### src/ps2hid_pkg.sv
// ============================================================================
// PS/2 to HID report package
// Types, prefix codes and scan code translation tables.
// ============================================================================
package ps2hid_pkg;

	typedef logic [7:0]  code_byte_t;
	typedef logic [10:0] xlat_t;

	localparam code_byte_t PREFIX_EXT = 8'hE0;
	localparam code_byte_t PREFIX_REL = 8'hF0;
	localparam code_byte_t USAGE_MAX  = 8'h6F;
	localparam int         MOD_BIT    = 10;
	localparam int         NORMAL_LEN = 132;
	localparam int         OUT_SLOTS  = 6;

	localparam xlat_t NORMAL_ROM [NORMAL_LEN] = '{
		11'h003, 11'h042, 11'h000, 11'h03E, 11'h03C, 11'h03A, 11'h03B, 11'h045,
		11'h000, 11'h043, 11'h041, 11'h03F, 11'h03D, 11'h02B, 11'h035, 11'h067,
		11'h000, 11'h000, 11'h402, 11'h404, 11'h401, 11'h014, 11'h01E, 11'h000,
		11'h06A, 11'h000, 11'h01D, 11'h016, 11'h004, 11'h01A, 11'h01F, 11'h000,
		11'h000, 11'h006, 11'h01B, 11'h007, 11'h008, 11'h021, 11'h020, 11'h000,
		11'h000, 11'h02C, 11'h019, 11'h009, 11'h017, 11'h015, 11'h022, 11'h000,
		11'h000, 11'h011, 11'h005, 11'h00B, 11'h00A, 11'h01C, 11'h023, 11'h000,
		11'h000, 11'h000, 11'h010, 11'h00D, 11'h018, 11'h024, 11'h025, 11'h000,
		11'h000, 11'h036, 11'h00E, 11'h00C, 11'h012, 11'h027, 11'h026, 11'h000,
		11'h000, 11'h037, 11'h038, 11'h00F, 11'h033, 11'h013, 11'h02D, 11'h000,
		11'h000, 11'h000, 11'h034, 11'h000, 11'h02F, 11'h02E, 11'h000, 11'h000,
		11'h039, 11'h420, 11'h028, 11'h030, 11'h000, 11'h032, 11'h000, 11'h000,
		11'h000, 11'h064, 11'h000, 11'h000, 11'h000, 11'h000, 11'h02A, 11'h000,
		11'h000, 11'h059, 11'h000, 11'h05C, 11'h06C, 11'h000, 11'h000, 11'h048,
		11'h06F, 11'h063, 11'h05A, 11'h05D, 11'h05E, 11'h06D, 11'h029, 11'h068,
		11'h044, 11'h057, 11'h05B, 11'h056, 11'h055, 11'h06E, 11'h069, 11'h000,
		11'h000, 11'h000, 11'h000, 11'h040
	};

	function automatic xlat_t normal_lookup(input code_byte_t b);
		xlat_t r;
		r = '0;
		if (int'(b) < NORMAL_LEN) begin
			r = NORMAL_ROM[b];
		end
		return r;
	endfunction

	function automatic xlat_t ext_lookup(input code_byte_t b);
		xlat_t r;
		unique case (b)
			8'h11:   r = 11'h440;
			8'h14:   r = 11'h410;
			8'h1F:   r = 11'h408;
			8'h2F:   r = 11'h065;
			8'h37:   r = 11'h066;
			8'h4A:   r = 11'h054;
			8'h5A:   r = 11'h058;
			8'h69:   r = 11'h04D;
			8'h6B:   r = 11'h050;
			8'h6C:   r = 11'h04A;
			8'h70:   r = 11'h06B;
			8'h71:   r = 11'h04C;
			8'h72:   r = 11'h051;
			8'h74:   r = 11'h04F;
			8'h75:   r = 11'h052;
			8'h7A:   r = 11'h04E;
			8'h7C:   r = 11'h046;
			8'h7D:   r = 11'h04B;
			default: r = '0;
		endcase
		return r;
	endfunction

endpackage

### src/ps2hid_if.sv
// ============================================================================
// PS/2 to HID report channel interfaces
// Valid/ready channels for scan code bytes and HID reports.
// ============================================================================
interface ps2hid_scan_if;
	import ps2hid_pkg::*;

	logic       valid;
	logic       ready;
	code_byte_t scan_byte;

	modport source (output valid, output scan_byte, input ready);
	modport sink   (input valid, input scan_byte, output ready);
endinterface

interface ps2hid_report_if;
	import ps2hid_pkg::*;

	logic       valid;
	logic       ready;
	code_byte_t modifier_mask;
	code_byte_t slot_0;
	code_byte_t slot_1;
	code_byte_t slot_2;
	code_byte_t slot_3;
	code_byte_t slot_4;
	code_byte_t slot_5;

	modport source (output valid, output modifier_mask, output slot_0, output slot_1,
		output slot_2, output slot_3, output slot_4, output slot_5, input ready);
	modport sink   (input valid, input modifier_mask, input slot_0, input slot_1,
		input slot_2, input slot_3, input slot_4, input slot_5, output ready);
endinterface

### src/ps2_scancode_to_hid_report_unit.sv
// ============================================================================
// PS/2 set-2 scan code to HID boot keyboard report unit
// Translates scan code bytes and keeps the modifier byte and report slots.
// ============================================================================
// Path: an accepted byte goes into the input register, then through the table lookup
// and slot compare/update into the report register. Throughput: one byte per cycle
// while a held report is not stalled by report.ready; the input register and the
// report register then stall together.
// Reset clears prefix marks, modifiers, slots and both pipeline valid flags.
module ps2_scancode_to_hid_report_unit #(
	parameter int REPORT_SLOTS = 6
) (
	input  logic             clk,
	input  logic             arst_n,
	ps2hid_scan_if.sink      scan,
	ps2hid_report_if.source  report
);
	import ps2hid_pkg::*;

	logic       valid_s1;
	code_byte_t byte_s1;
	logic       out_free;
	logic       s1_fire;

	logic       ext_q;
	logic       rel_q;
	code_byte_t mod_q;
	code_byte_t slots_q [REPORT_SLOTS];

	logic       ext_d;
	logic       rel_d;
	code_byte_t mod_d;
	code_byte_t slots_d [REPORT_SLOTS];
	xlat_t      code;
	code_byte_t key;
	logic       changed;
	logic       stop;

	code_byte_t rpt_d [OUT_SLOTS];
	logic       rpt_valid_q;
	code_byte_t rpt_mod_q;
	code_byte_t rpt_slot_q [OUT_SLOTS];

	assign out_free   = !rpt_valid_q || report.ready;
	assign s1_fire    = valid_s1 && out_free;
	assign scan.ready = !valid_s1 || out_free;

	always_comb begin
		ext_d   = ext_q;
		rel_d   = rel_q;
		mod_d   = mod_q;
		slots_d = slots_q;
		changed = 1'b0;
		stop    = 1'b0;
		code    = ext_q ? ext_lookup(byte_s1) : normal_lookup(byte_s1);
		key     = code[7:0];
		if (byte_s1 == PREFIX_EXT) begin
			ext_d = 1'b1;
		end else if (byte_s1 == PREFIX_REL) begin
			rel_d = 1'b1;
		end else begin
			ext_d = 1'b0;
			rel_d = 1'b0;
			if (code[MOD_BIT]) begin
				mod_d   = rel_q ? (mod_q & ~key) : (mod_q | key);
				changed = 1'b1;
			end else if (key != '0) begin
				if (rel_q) begin
					for (int i = 0; i < REPORT_SLOTS; i++) begin
						if (slots_q[i] == key) begin
							slots_d[i] = '0;
							changed    = 1'b1;
						end
					end
				end else begin
					for (int i = 0; i < REPORT_SLOTS; i++) begin
						if (!stop) begin
							if (slots_q[i] == key) begin
								stop = 1'b1;
							end else if (slots_q[i] == '0) begin
								slots_d[i] = key;
								changed    = 1'b1;
								stop       = 1'b1;
							end
						end
					end
				end
			end
		end
	end

	for (genvar k = 0; k < OUT_SLOTS; k++) begin : g_rpt
		if (k < REPORT_SLOTS) begin : g_used
			assign rpt_d[k] = slots_d[k];
		end else begin : g_unused
			assign rpt_d[k] = '0;
		end
	end

	always_ff @(posedge clk or negedge arst_n) begin
		if (!arst_n) begin
			valid_s1    <= 1'b0;
			rpt_valid_q <= 1'b0;
			ext_q       <= 1'b0;
			rel_q       <= 1'b0;
			mod_q       <= '0;
			for (int i = 0; i < REPORT_SLOTS; i++) begin
				slots_q[i] <= '0;
			end
		end else begin
			if (scan.valid && scan.ready) begin
				valid_s1 <= 1'b1;
			end else if (s1_fire) begin
				valid_s1 <= 1'b0;
			end
			if (s1_fire) begin
				rpt_valid_q <= changed;
				ext_q       <= ext_d;
				rel_q       <= rel_d;
				mod_q       <= mod_d;
				slots_q     <= slots_d;
			end else if (report.ready) begin
				rpt_valid_q <= 1'b0;
			end
		end
	end

	always_ff @(posedge clk) begin
		if (scan.valid && scan.ready) begin
			byte_s1 <= scan.scan_byte;
		end
		if (s1_fire && changed) begin
			rpt_mod_q  <= mod_d;
			rpt_slot_q <= rpt_d;
		end
	end

	assign report.valid         = rpt_valid_q;
	assign report.modifier_mask = rpt_mod_q;
	assign report.slot_0        = rpt_slot_q[0];
	assign report.slot_1        = rpt_slot_q[1];
	assign report.slot_2        = rpt_slot_q[2];
	assign report.slot_3        = rpt_slot_q[3];
	assign report.slot_4        = rpt_slot_q[4];
	assign report.slot_5        = rpt_slot_q[5];

endmodule

### src/flat_wrapper.sv
// flat-port wrapper written by rule: the top's interface ports become plain ports
module ps2_scancode_to_hid_report_unit_flat import ps2hid_pkg::*;
#(
	parameter int REPORT_SLOTS = 6
)
  (clk, arst_n, scan_valid, scan_scan_byte, scan_ready, report_valid, report_modifier_mask, report_slot_0, report_slot_1, report_slot_2, report_slot_3, report_slot_4, report_slot_5, report_ready);
  ps2hid_scan_if scan_i ();
  ps2hid_report_if report_i ();
  input  logic clk;
  input  logic arst_n;
  input wire logic [$bits(scan_i.valid)-1:0] scan_valid;
  input wire logic [$bits(scan_i.scan_byte)-1:0] scan_scan_byte;
  output wire logic [$bits(scan_i.ready)-1:0] scan_ready;
  output wire logic [$bits(report_i.valid)-1:0] report_valid;
  output wire logic [$bits(report_i.modifier_mask)-1:0] report_modifier_mask;
  output wire logic [$bits(report_i.slot_0)-1:0] report_slot_0;
  output wire logic [$bits(report_i.slot_1)-1:0] report_slot_1;
  output wire logic [$bits(report_i.slot_2)-1:0] report_slot_2;
  output wire logic [$bits(report_i.slot_3)-1:0] report_slot_3;
  output wire logic [$bits(report_i.slot_4)-1:0] report_slot_4;
  output wire logic [$bits(report_i.slot_5)-1:0] report_slot_5;
  input wire logic [$bits(report_i.ready)-1:0] report_ready;
  assign scan_i.valid = scan_valid;
  assign scan_i.scan_byte = scan_scan_byte;
  assign scan_ready = scan_i.ready;
  assign report_valid = report_i.valid;
  assign report_modifier_mask = report_i.modifier_mask;
  assign report_slot_0 = report_i.slot_0;
  assign report_slot_1 = report_i.slot_1;
  assign report_slot_2 = report_i.slot_2;
  assign report_slot_3 = report_i.slot_3;
  assign report_slot_4 = report_i.slot_4;
  assign report_slot_5 = report_i.slot_5;
  assign report_i.ready = report_ready;
  ps2_scancode_to_hid_report_unit #(.REPORT_SLOTS(REPORT_SLOTS)) u_core (.clk(clk), .arst_n(arst_n), .scan(scan_i), .report(report_i));
endmodule
### config.mk
export PLATFORM = sky130hd
export DESIGN_NAME = ps2_scancode_to_hid_report_unit_flat
export DESIGN_NICKNAME = d
export VERILOG_FILES = /design/src/ps2hid_pkg.sv /design/src/ps2hid_if.sv /design/src/ps2_scancode_to_hid_report_unit.sv /design/src/flat_wrapper.sv
export SDC_FILE = /design/constraint.sdc
export NUM_CORES = 1
export LEC_CHECK = 0
export ABC_AREA = 1
export ABC_CLOCK_PERIOD_IN_PS = 6200
export BUFFER_PORTS_ARGS = -buffer_cell sky130_fd_sc_hd__buf_2
export CORE_UTILIZATION = 66
export CTS_BUF_LIST = sky130_fd_sc_hd__clkbuf_2
export CTS_CLUSTER_SIZE = 24
export DETAILED_ROUTE_END_ITERATION = 16
export PLACE_DENSITY = 0.89
export SETUP_SLACK_MARGIN = 0.02
export SKIP_CTS_REPAIR_TIMING = 1
export SLEW_MARGIN = 20
export SYNTH_ARGS = -nofsm -noshare
export SYNTH_HDL_FRONTEND = slang
export SYNTH_SLANG_ARGS = --single-unit
export TNS_END_PERCENT = 100
### constraint.sdc
create_clock -name clk -period 6.2 [get_ports clk]
set_input_delay 1.24 -clock clk [delete_from_list [all_inputs] [get_ports clk]]
set_output_delay 1.24 -clock clk [all_outputs]
set_load 0.1 [all_outputs]
---- Word-level counts from Yosys, hierarchy flattened ----
Memory sizes are Yosys's and may differ from the RTL's.
Cells that the tools add are included.
storage, ports and cells
  ROM bits ................................ 2,816
  input port bits ......................... 12
  logic and storage cells ................. 192
  register bits after elaboration ......... 124
  memories kept ........................... 1
  output and inout port bits .............. 58
memory list
  memory           words  width  rd ports  clocked after Yosys merged registers in  wr ports  RTL line          RTL
  (no name shown)  256    11     1         0                                        0         ps2hid_pkg.sv:41  r = NORMAL_ROM[b];
operators by class
  reduce and logical (&&, ||, !) cells .... 18
  mux-type cells .......................... 120
  order comparisons ....................... 2
  equal/unequal tests ..................... 27
  bitwise operators ....................... 5
operator list
  cell                count
  $mux 48             5
  $mux 8              27
  $pmux 11 s18        1
  $eq 8x7->1 const B  13
  $mux 1              83
  $eq 8x8->1          6
  $logic_not 8->1     6
  $mux 11             4
  $eq 8x5->1 const B  3
  $eq 8x6->1 const B  2
  $eq 8x8->1 const B  2
  $ge 9x9->1 const B  1
  $not 8->9           1
  $and 8x8->8         1
  $lt 8x8->1 const B  1
  $not 8->8           1
  $or 8x8->8          1
  $reduce_bool 8->1   1
  $reduce_and 2->1    2
  $reduce_bool 2->1   2
  $logic_and 1x1->1   3
  $logic_not 1->1     2
  $logic_or 1x1->1    2
  $ne 2x1->1 const B  1
  $not 1->1           1

---- Longest topological paths before layout ----
Gate-level depths: netlist of the first run.
  depth after elaboration ................. 44
  mapped depth ............................ 28
  mapped depth without buffers ............ 27

---- Least setup slack after synthesis of the first run ----
Ideal clock, no wire load.
  path type ............................... register to register
  start ................................... reg u_core.byte_s1[1]
  end ..................................... reg u_core.rpt_mod_q[0], in the netlist u_core.report.modifier_mask[0] (enable)
  clock period less this slack ............ 4,218 ps
  library setup time ...................... 409 ps
  data required time ...................... 5,791 ps
  buffers on the path ..................... 1
  path slack .............................. 1,982 ps
  arrival ................................. 3,809 ps
  stages on the path, launching flop included .. 25
  path through ............................ edfxtp_1 inv_1 ha_1 nand2_1 nand2_1 o21ai_0 nand2_1 nand2_1 inv_1 nand2_1 nand3_2 nand2_1 buf_6 nand2_1 nand3_1 nor2_1 nand2_2 nand3_4 nor2_8 nand2_2 nand3_1 nand2_1 nand2_1 nand2_1 inv_1
on the way
  longest elaborated chain between the ends .. 44
  elaborated cells between the ends (all ways) .. 107
  those cells by class .................... order compare (1); eq/ne (26); mux (76); bitwise (1); reduce/logical (2); memory (1)
RTL lines
  what                                        RTL line                                                                      RTL
  start: declaration                          ps2_scancode_to_hid_report_unit.sv:21                                         code_byte_t byte_s1;
  start signal: assignment                    ps2_scancode_to_hid_report_unit.sv:130                                        byte_s1 <= scan.scan_byte;
  $not 8->9 (not written as such)             ps2hid_pkg.sv:41
  $mem_v2 256x11                              n/a
  $mux 11 (not written as such) (2 in a row)  ps2hid_pkg.sv:41
  $mux 11                                     ps2hid_pkg.sv:40                                                              if (int'(b) < NORMAL_LEN) begin
  $mux 11                                     ps2_scancode_to_hid_report_unit.sv:55                                         code = ext_q ? ext_lookup(byte_s1) : normal_lookup(byte_s1);
  $eq 8x8->1                                  ps2_scancode_to_hid_report_unit.sv:70, ps2_scancode_to_hid_report_unit.sv:78
  $mux 1                                      ps2_scancode_to_hid_report_unit.sv:78                                         if (slots_q[i] == key) begin
  $mux 1                                      ps2_scancode_to_hid_report_unit.sv:68                                         if (rel_q) begin
  [27 not listed]                             n/a
  $mux 1                                      ps2_scancode_to_hid_report_unit.sv:57                                         if (byte_s1 == PREFIX_EXT) begin
  $mux 1                                      ps2_scancode_to_hid_report_unit.sv:77                                         if (!stop) begin
  $mux 1                                      ps2_scancode_to_hid_report_unit.sv:68
  $mux 1                                      ps2_scancode_to_hid_report_unit.sv:67                                         end else if (key != '0) begin
  $mux 1                                      ps2_scancode_to_hid_report_unit.sv:64                                         if (code[MOD_BIT]) begin
  $mux 1                                      ps2_scancode_to_hid_report_unit.sv:59                                         end else if (byte_s1 == PREFIX_REL) begin
  $mux 1 (*)                                  ps2_scancode_to_hid_report_unit.sv:57
  $logic_and 1x1->1 (*)                       ps2_scancode_to_hid_report_unit.sv:132                                        if (s1_fire && changed) begin
  end signal: assignment                      ps2_scancode_to_hid_report_unit.sv:133                                        rpt_mod_q <= mod_d;
  end: declaration                            ps2_scancode_to_hid_report_unit.sv:41                                         code_byte_t rpt_mod_q;
Mark *: on every way between the ends. The rest lies on a longest branch, timed or not. The select of a mux whose other input is x is not followed.
A chain may end at the register's enable or synchronous reset.

---- Worst setup path after layout of the first run ----
  start ................................... reg u_core.byte_s1[0]
  end ..................................... reg u_core.rpt_slot_q (netlist bit u_core.report.slot_0[4]) (enable)
on the way
  longest elaborated chain between the ends .. 44
  elaborated cells between the ends (all ways) .. 107
  those cells by class .................... order compare (1); eq/ne (26); mux (76); bitwise (1); reduce/logical (2); memory (1)
RTL lines
  what                                        RTL line                                                                      RTL
  $not 8->9 (not written as such)             ps2hid_pkg.sv:41
  $mem_v2 256x11                              n/a
  $mux 11 (not written as such) (2 in a row)  ps2hid_pkg.sv:41
  $mux 11                                     ps2hid_pkg.sv:40
  $mux 11                                     ps2_scancode_to_hid_report_unit.sv:55
  $eq 8x8->1                                  ps2_scancode_to_hid_report_unit.sv:70, ps2_scancode_to_hid_report_unit.sv:78
  $mux 1                                      ps2_scancode_to_hid_report_unit.sv:78
  $mux 1                                      ps2_scancode_to_hid_report_unit.sv:68
  [27 not listed]                             n/a
  $mux 1                                      ps2_scancode_to_hid_report_unit.sv:57
  $mux 1                                      ps2_scancode_to_hid_report_unit.sv:77
  $mux 1                                      ps2_scancode_to_hid_report_unit.sv:68
  $mux 1                                      ps2_scancode_to_hid_report_unit.sv:67
  $mux 1                                      ps2_scancode_to_hid_report_unit.sv:64
  $mux 1                                      ps2_scancode_to_hid_report_unit.sv:59
  $mux 1 (*)                                  ps2_scancode_to_hid_report_unit.sv:57
  $logic_and 1x1->1 (*)                       ps2_scancode_to_hid_report_unit.sv:132
  end signal: assignment                      ps2_scancode_to_hid_report_unit.sv:134                                        rpt_slot_q <= rpt_d;
  end: declaration                            ps2_scancode_to_hid_report_unit.sv:42                                         code_byte_t rpt_slot_q [OUT_SLOTS];
Marked as above.

==> flow_metrics.py, run 1 <==
metrics = {
    "grt": {
        "grt_pass1_vias": 7952,
        "grt_overflow": 0,
        "grt.total_usage": 0.432,
        "grt_max_degree": 78,
        "antenna_found_initial": 0,
        "grt_pass1_wl_microns": 41600,
    },
    "yosys": {
        "ys_seq_area_frac": 0.416,
        "ys_warn_count": 0,
        "synthCells": 1122,
        "syn_area_per_cell_sq_um": 7.22,
        "synth-edff-count": 63,
        "synth_nets": 1143,
        "synth_flop_cell": "edfxtp_1",
        "syn_area_sq_um": 8100,
        "synth.distinct_cells": 42,
        "synthArstFlopShare": 0.484,
        "synth-seq-cells": 122,
        "synth_area_leader_cell": "edfxtp_1",
        "ys_top_cells_by_area": "edfxtp_1 (23%), nand2_1 (18%), dfrtp_1 (18%)",
        "synth_top_area_frac": 0.234,
    },
    "place": {
        "hpwlAfterDp_microns": 19100,
        "gp_congestion": 1.04,
        "numPortBuffers": 68,
    },
    "die": {
        "rows": 40,
        "die_area_sq_um": 12700,
        "die_x_microns": 113,
        "start_util": 0.674,
        "coreArea_sq_um": 12000,
        "die_h_microns": 113,
        "top_level_ports": 70,
    },
    "setup_path": {
        "crit_end": "u_core.report.slot_0[4]$_DFFE_PP_",
        "worstPathRequired_ps": 6630,
        "worst_setup_path_start_kind": "flip-flop",
        "critPathKind": "flip-flop to flip-flop",
        "cp.arrival_ps": 5460,
        "cp_max_fo": 26,
        "rr_worst_depth": 23,
        "critPathLaunch": "u_core.byte_s1[0]$_DFFE_PP_",
        "r2r-end": "u_core.report.slot_0[4]$_DFFE_PP_",
        "worst_setup_path_end_kind": "flip-flop",
        "rr_startpoint": "u_core.byte_s1[0]$_DFFE_PP_",
        "rrSetupSlack_ps": 1170,
    },
    "final_layout": {
        "syn2layout_area_growth_pct": 6.95,
        "regArea_sq_um": 3370,
        "antenna_cells": 0,
        "nFillCells": 1002,
        "final_nets": 1192,
        "multi_input_area_sq_um": 4010,
        "drive_gt1_frac": 0.165,
    },
    "timing": {
        "setup_tns_ps": 0,
        "drv_slew": 0,
        "fmax_mhz": 199,
        "relSlewSlack": 0.361,
        "finalHoldViolations": 0,
        "finClkSkew_ps": 52.2,
        "setup_viol": 0,
        "fin_crit_ps": 5030,
        "post-route-period-util": 0.811,
        "tightest_slew_ps": 958,
        "rsz0062_at_grt": "no",
    },
    "clock_tree": {
        "cts-root-buf": "clkbuf_2",
        "htree_levels": 4,
        "cts_buffer_depth": 2,
        "clock-sinks": 122,
        "clk_latency_ps": 760,
        "cts_buffers": 17,
        "path_clk_slew_ps": 210,
        "cts_tree": "yes",
    },
    "detailed_routing": {
        "wire_per_inst_microns": 20.0,
        "wirelength_microns": 26600,
        "antenna_left": 0,
        "first_pass_iters": 6,
        "routed_via_density": 6.28,
        "drt_iter0_drc": 1396,
        "drc": 0,
        "num_vias": 8365,
    },
    "worst_hold_path": {
        "min_path_type": "flip-flop to flip-flop",
    },
    "run": {
        "drv_cap": 0,
    },
    "status": {
        "outcome": "complete, no violations",
    },
}
## kinds of logic (layout without fill, tap and decap cells)
logic type | count (synthesis) | count (layout) | share of synthesized area
simple gates | 698 | 698 | 0.392
buf+inv | 166 | 228 | 0.0891
compound gates | 125 | 125 | 0.0879
flops | 122 | 122 | 0.416
fa+ha+maj | 9 | 9 | 0.0139
other cells | 1 | 1 | 0.000463
mux | 1 | 1 | 0.00124
## stage by stage
step / hold WS [ps] / utilization / setup slack [ps] / std cells / cell area, sq um
2_1_floorplan: 443 / - / 1980 / 1122 / 8100
3_3_place_gp: 422 / 0.700 / 1390 / 1299 / 8410
3_5_place_dp: 416 / 0.700 / 1340 / 1299 / 8410
4_1_cts: 455 / 0.721 / 1300 / 1331 / 8660
5_1_grt: 490 / 0.721 / 967 / 1331 / 8660
6_report: 470 / 0.721 / 1170 / 1331 / 8660
## cells in the final DEF, fill, tap and decap left out, drive strengths merged, types with 5 or more instances in the layout
master,netlist,routed
nand3b,5,5
o22ai,25,25
clkbuf,22,17
inv,119,125
nor4,12,12
nand4,11,11
a21oi,27,27
o21ai,66,66
ha,9,9
buf,22,74
nor3,5,5
dfrtp,59,59
edfxtp,63,63
clkinv,3,10
nand3,133,133
nor2,108,108
nand2,423,423
## sequential cells by signal, summed over array words and instances, names as in the netlist, 7 cells and up
register	count
u_core.byte_s1	8
u_core.mod_q	7
u_core.report.modifier_mask	7
u_core.report.slot_0	8
u_core.report.slot_1	8
u_core.report.slot_2	8
u_core.report.slot_3	8
u_core.report.slot_4	8
u_core.report.slot_5	8
u_core.slots_q	48
## Yosys cell counts (all sizes together) (5+ instances only)
master / number
a21oi: 27
buf: 22
clkbuf: 22
dfrtp: 59
edfxtp: 63
ha: 9
inv: 119
nand2: 423
nand3: 133
nand3b: 5
nand4: 11
nor2: 108
nor3: 5
nor4: 12
o21ai: 66
o22ai: 25
## worst min-delay path by stage
stage	from	to	slack (ps)	cells past startpoint
6_report	u_core.slots_q[39]$_DFFE_PN0P_	u_core.slots_q[39]$_DFFE_PN0P_	470	0
5_1_grt	u_core.slots_q[39]$_DFFE_PN0P_	u_core.slots_q[39]$_DFFE_PN0P_	490	0
4_1_cts	u_core.slots_q[39]$_DFFE_PN0P_	u_core.slots_q[39]$_DFFE_PN0P_	460	0
3_5_place_dp	u_core.slots_q[39]$_DFFE_PN0P_	u_core.slots_q[39]$_DFFE_PN0P_	420	0
3_3_place_gp	u_core.slots_q[47]$_DFFE_PN0P_	u_core.slots_q[47]$_DFFE_PN0P_	420	0
2_1_floorplan	u_core.mod_q[1]$_DFFE_PN0P_	u_core.mod_q[1]$_DFFE_PN0P_	440	2
## per-layer routing
| layer | vias up | track usage | share of wire |
|---|---|---|---|
| met5 | - | 0 | 0 |
| met4 | 0 | 0.276 | 0.059 |
| met3 | 153 | 0.0980 | 0.13 |
| met2 | 719 | 0.695 | 0.46 |
| met1 | 3730 | 0.527 | 0.35 |
| li1 | 3763 | - | - |
## worst max-delay path: stages, from the launching register on
cell      delay [ps]
edfxtp_1         610
inv_1            310
ha_1             430
nand2_1          270
nor2_1           390
o21ai_1          150
nand3_1           90
nor2_1            50
nand2_1          170
nand2_1          370
inv_2            230
nand2_1           70
nand3_1          100
nor2_1            70
nand2_2          130
nand3_4          120
nor2_8           140
nand2_2          100
nand3_1          100
nand2_1           50
nand2_1           50
nand2_1           80
inv_2            260
buf_4            380
## area by class of cell
class	instances	share of cell area
multi-input combinational	834	0.463
sequential	122	0.389
inverter	122	0.0536
timing repair buffer	74	0.0445
tap	147	0.0212
clock inverter	15	0.0192
clock buffer	17	0.00982
Power of run 1 is not shown: default switching activity piles up to over one toggle a cycle in this logic, so the estimate is an artifact.
==> run 2, diff against run 1 <==
ABC_AREA = 0   (was 1)
ABC_CLOCK_PERIOD_IN_PS = 5300   (was 6200)
CORE_UTILIZATION = 62   (was 66)
PLACE_DENSITY = 0.85   (was 0.89)
clock period = 5.3 ns   (was 6.2 ns; I/O delays follow)
==> run 2 against run 1 <==
- count of clock-buffer cells in the layout stayed put
- synthesized cell count is 27% lower
- maximum frequency is 1.1% higher
- final cell count is 19% lower
- core utilization is 0.68 points lower
- worst setup slack worse by 850 ps
- routed wire length is 4.7% lower
- register-to-register slack worse by 850 ps
- via count is 8.8% lower
- sequential cell count stayed put
- critical path depth is 7 lower
- die area is 2.6% higher
- highest routed layer unchanged
==> flow_metrics.py, run 2 <==
metrics = {
    "yosys": {
        "synth.distinct_cells": 86,
        "yosys-mux-area-fraction": 0.0154,
        "synth-edff-count": 63,
        "synth_simple_gate_area_frac": 0.222,
        "syn_area_per_cell_sq_um": 9.48,
        "synth_flop_cell": "edfxtp_1",
        "synth_xor_area_frac": 0.0437,
        "synth-seq-cells": 122,
        "synth_common_cells": "nand2_1 (116), edfxtp_1 (63), dfrtp_1 (59), nor2_1 (42), o21ai_0 (41)",
        "synth_compound_area_frac": 0.215,
        "synthCells": 824,
        "synth_top_area_frac": 0.242,
        "syn_area_sq_um": 7810,
        "ys_warn_count": 0,
        "synthArstFlopShare": 0.484,
        "synth.most_common_cell": "nand2_1",
        "synth_nets": 845,
        "ys_top_cells_by_area": "edfxtp_1 (24%), dfrtp_1 (19%), nand2_1 (5.6%)",
        "synth_top_family_by_area": "simple AND/OR/NAND/NOR gates",
        "synth_area_leader_cell": "edfxtp_1",
        "ys_seq_area_frac": 0.431,
        "yosys.area_share.adder": 0.0144,
    },
    "die": {
        "start_util": 0.642,
        "die_h_microns": 114,
        "die_x_microns": 114,
        "top_level_ports": 70,
        "rows": 40,
        "die_area_sq_um": 13100,
        "coreArea_sq_um": 12200,
    },
    "status": {
        "outcome": "complete, no violations",
    },
    "setup_path": {
        "worstPathRequired_ps": 5730,
        "cp.arrival_ps": 5400,
        "rrSetupSlack_ps": 330,
        "cp_cell_sequence": "buf_4 > ha_1 > nor2b_1 > o21ai_0 > a2111o_1 > o311a_1 > buf_4 > nor3b_1 > a21oi_1 > nor3_1 > nor4bb_1 > buf_4 > nor4_4 > a31oi_1 > a21boi_4 > buf_12",
        "slowest_delay_ps": 490,
        "worst_setup_path_end_kind": "flip-flop",
        "critPathSlowestCell": "ha_1",
        "worst_setup_path_start_kind": "flip-flop",
        "critPathLaunch": "u_core.byte_s1[1]$_DFFE_PP_",
        "critPathKind": "flip-flop to flip-flop",
        "rr_startpoint": "u_core.byte_s1[1]$_DFFE_PP_",
        "crit_top_cell": "buf_4",
        "cp_max_fo": 29,
    },
    "detailed_routing": {
        "wirelength_microns": 25300,
        "drt_iter0_drc": 1475,
        "num_vias": 7628,
        "wire_per_inst_microns": 23.5,
        "antenna_left": 0,
        "drc": 0,
        "routed_via_density": 7.09,
        "first_pass_iters": 7,
    },
    "timing": {
        "drv_slew": 0,
        "fmax_mhz": 201,
        "setup_viol": 0,
        "finClkSkew_ps": 41.6,
        "relSlewSlack": 0.302,
        "post-route-period-util": 0.939,
        "tightest_slew_ps": 1050,
        "rsz0062_at_grt": "no",
        "setup_ws_ps": 326,
        "fin_crit_ps": 4970,
        "setup_tns_ps": 0,
        "finalHoldViolations": 0,
    },
    "clock_tree": {
        "htree_levels": 4,
        "cts_buffers": 17,
        "cts_buffer_depth": 2,
        "clock-sinks": 122,
        "path_clk_slew_ps": 190,
        "cts_tree": "yes",
        "clk_latency_ps": 710,
        "cts-root-buf": "clkbuf_2",
    },
    "final_layout": {
        "drive_gt1_frac": 0.203,
        "layout_common_cells": "nand2_1 (116), buf_2 (68), edfxtp_1 (63)",
        "final_common_cell": "nand2_1",
        "largest_register_ffs": 48,
        "post-route-util": 0.714,
        "antenna_cells": 0,
        "regMostFlops": "u_core.slots_q",
        "nFillCells": 899,
        "final_nets": 916,
        "syn2layout_area_growth_pct": 11.2,
    },
    "grt": {
        "grt_max_degree": 60,
        "grt_pass1_vias": 7349,
        "grt.total_usage": 0.405,
        "grt_overflow": 0,
        "antenna_found_initial": 0,
        "grt_pass1_wl_microns": 39800,
    },
    "run": {
        "drv_cap": 0,
    },
    "place": {
        "pre_cts_slack_ps": 547,
        "gp_congestion": 1.06,
        "hpwlAfterDp_microns": 18500,
        "numPortBuffers": 68,
    },
    "worst_hold_path": {
        "min_path_type": "primary input to async pin",
    },
}
run 2: cell count changes after synthesis, sizes merged, moves of 14 or more:
cell     delta
nor2b      +16
a22o       +22
nand3     -103
nand2     -302
inv       -101
o22ai      -24
o2bb2ai    +21
buf        +14
xnor2      +36
nor2       -65
run 2: layer usage:
layer,global-route usage,part of all wire,up-vias
li1,-,-,3222
met1,0.529,0.37,3554
met2,0.599,0.44,698
met3,0.122,0.14,154
met4,0.232,0.052,0
met5,0,0,-
run 2: cell type report:
class	instances	area [sq um]	share of cell area
clock buffers	17	85.1	0.00979
well taps	168	210	0.0242
multi-input cells	615	4010	0.461
flip-flops and latches	122	3370	0.388
repair buffers	121	801	0.0922
inverters	18	67.6	0.00778
clock inverters	15	150	0.0173
run 2: worst max-delay path, delay by kind of cell, from the launching register on:
family          cells  cell delay [ps]
compound gates      6             1660
fa+ha+maj           1              490
buf+inv             4              980
flops               1              430
simple gates        5             1130
run 2: path summary, 6_finish.rpt:
path / endpoint / depth (start not counted)
worst max-delay path: u_core.report.slot_1[0]$_DFFE_PP_ / 16
worst min-delay path: u_core.slots_q[45]$_DFFE_PN0P_ / 2
worst max register to register: u_core.report.slot_1[0]$_DFFE_PP_ / 16
worst min register to register: u_core.slots_q[15]$_DFFE_PN0P_ / 0
max in group asynchronous: u_core.valid_s1$_DFFE_PN0P_ / 2
min in group clk: u_core.slots_q[15]$_DFFE_PN0P_ / 0
run 2: logic make-up after synthesis:
group | after synthesis
AO/OA/AOI/OAI | 238
XOR/XNOR | 39
adder cells (fa/ha/maj) | 9
buffers and inverters | 87
flip-flops | 122
multiplexers | 8
other | 1
AND/OR/NAND/NOR | 320
run 2: per-stage QoR:
step / cells / cell area (sq um) / hold WS [ps]
final: 1076 / 8690 / 494
after global routing: 1076 / 8690 / 474
after CTS: 1076 / 8690 / 458
after detailed placement: 1044 / 8450 / 444
after global placement: 1044 / 8450 / 428
after floorplan: 824 / 7820 / 439
Power of run 2 is left out for the same reason.
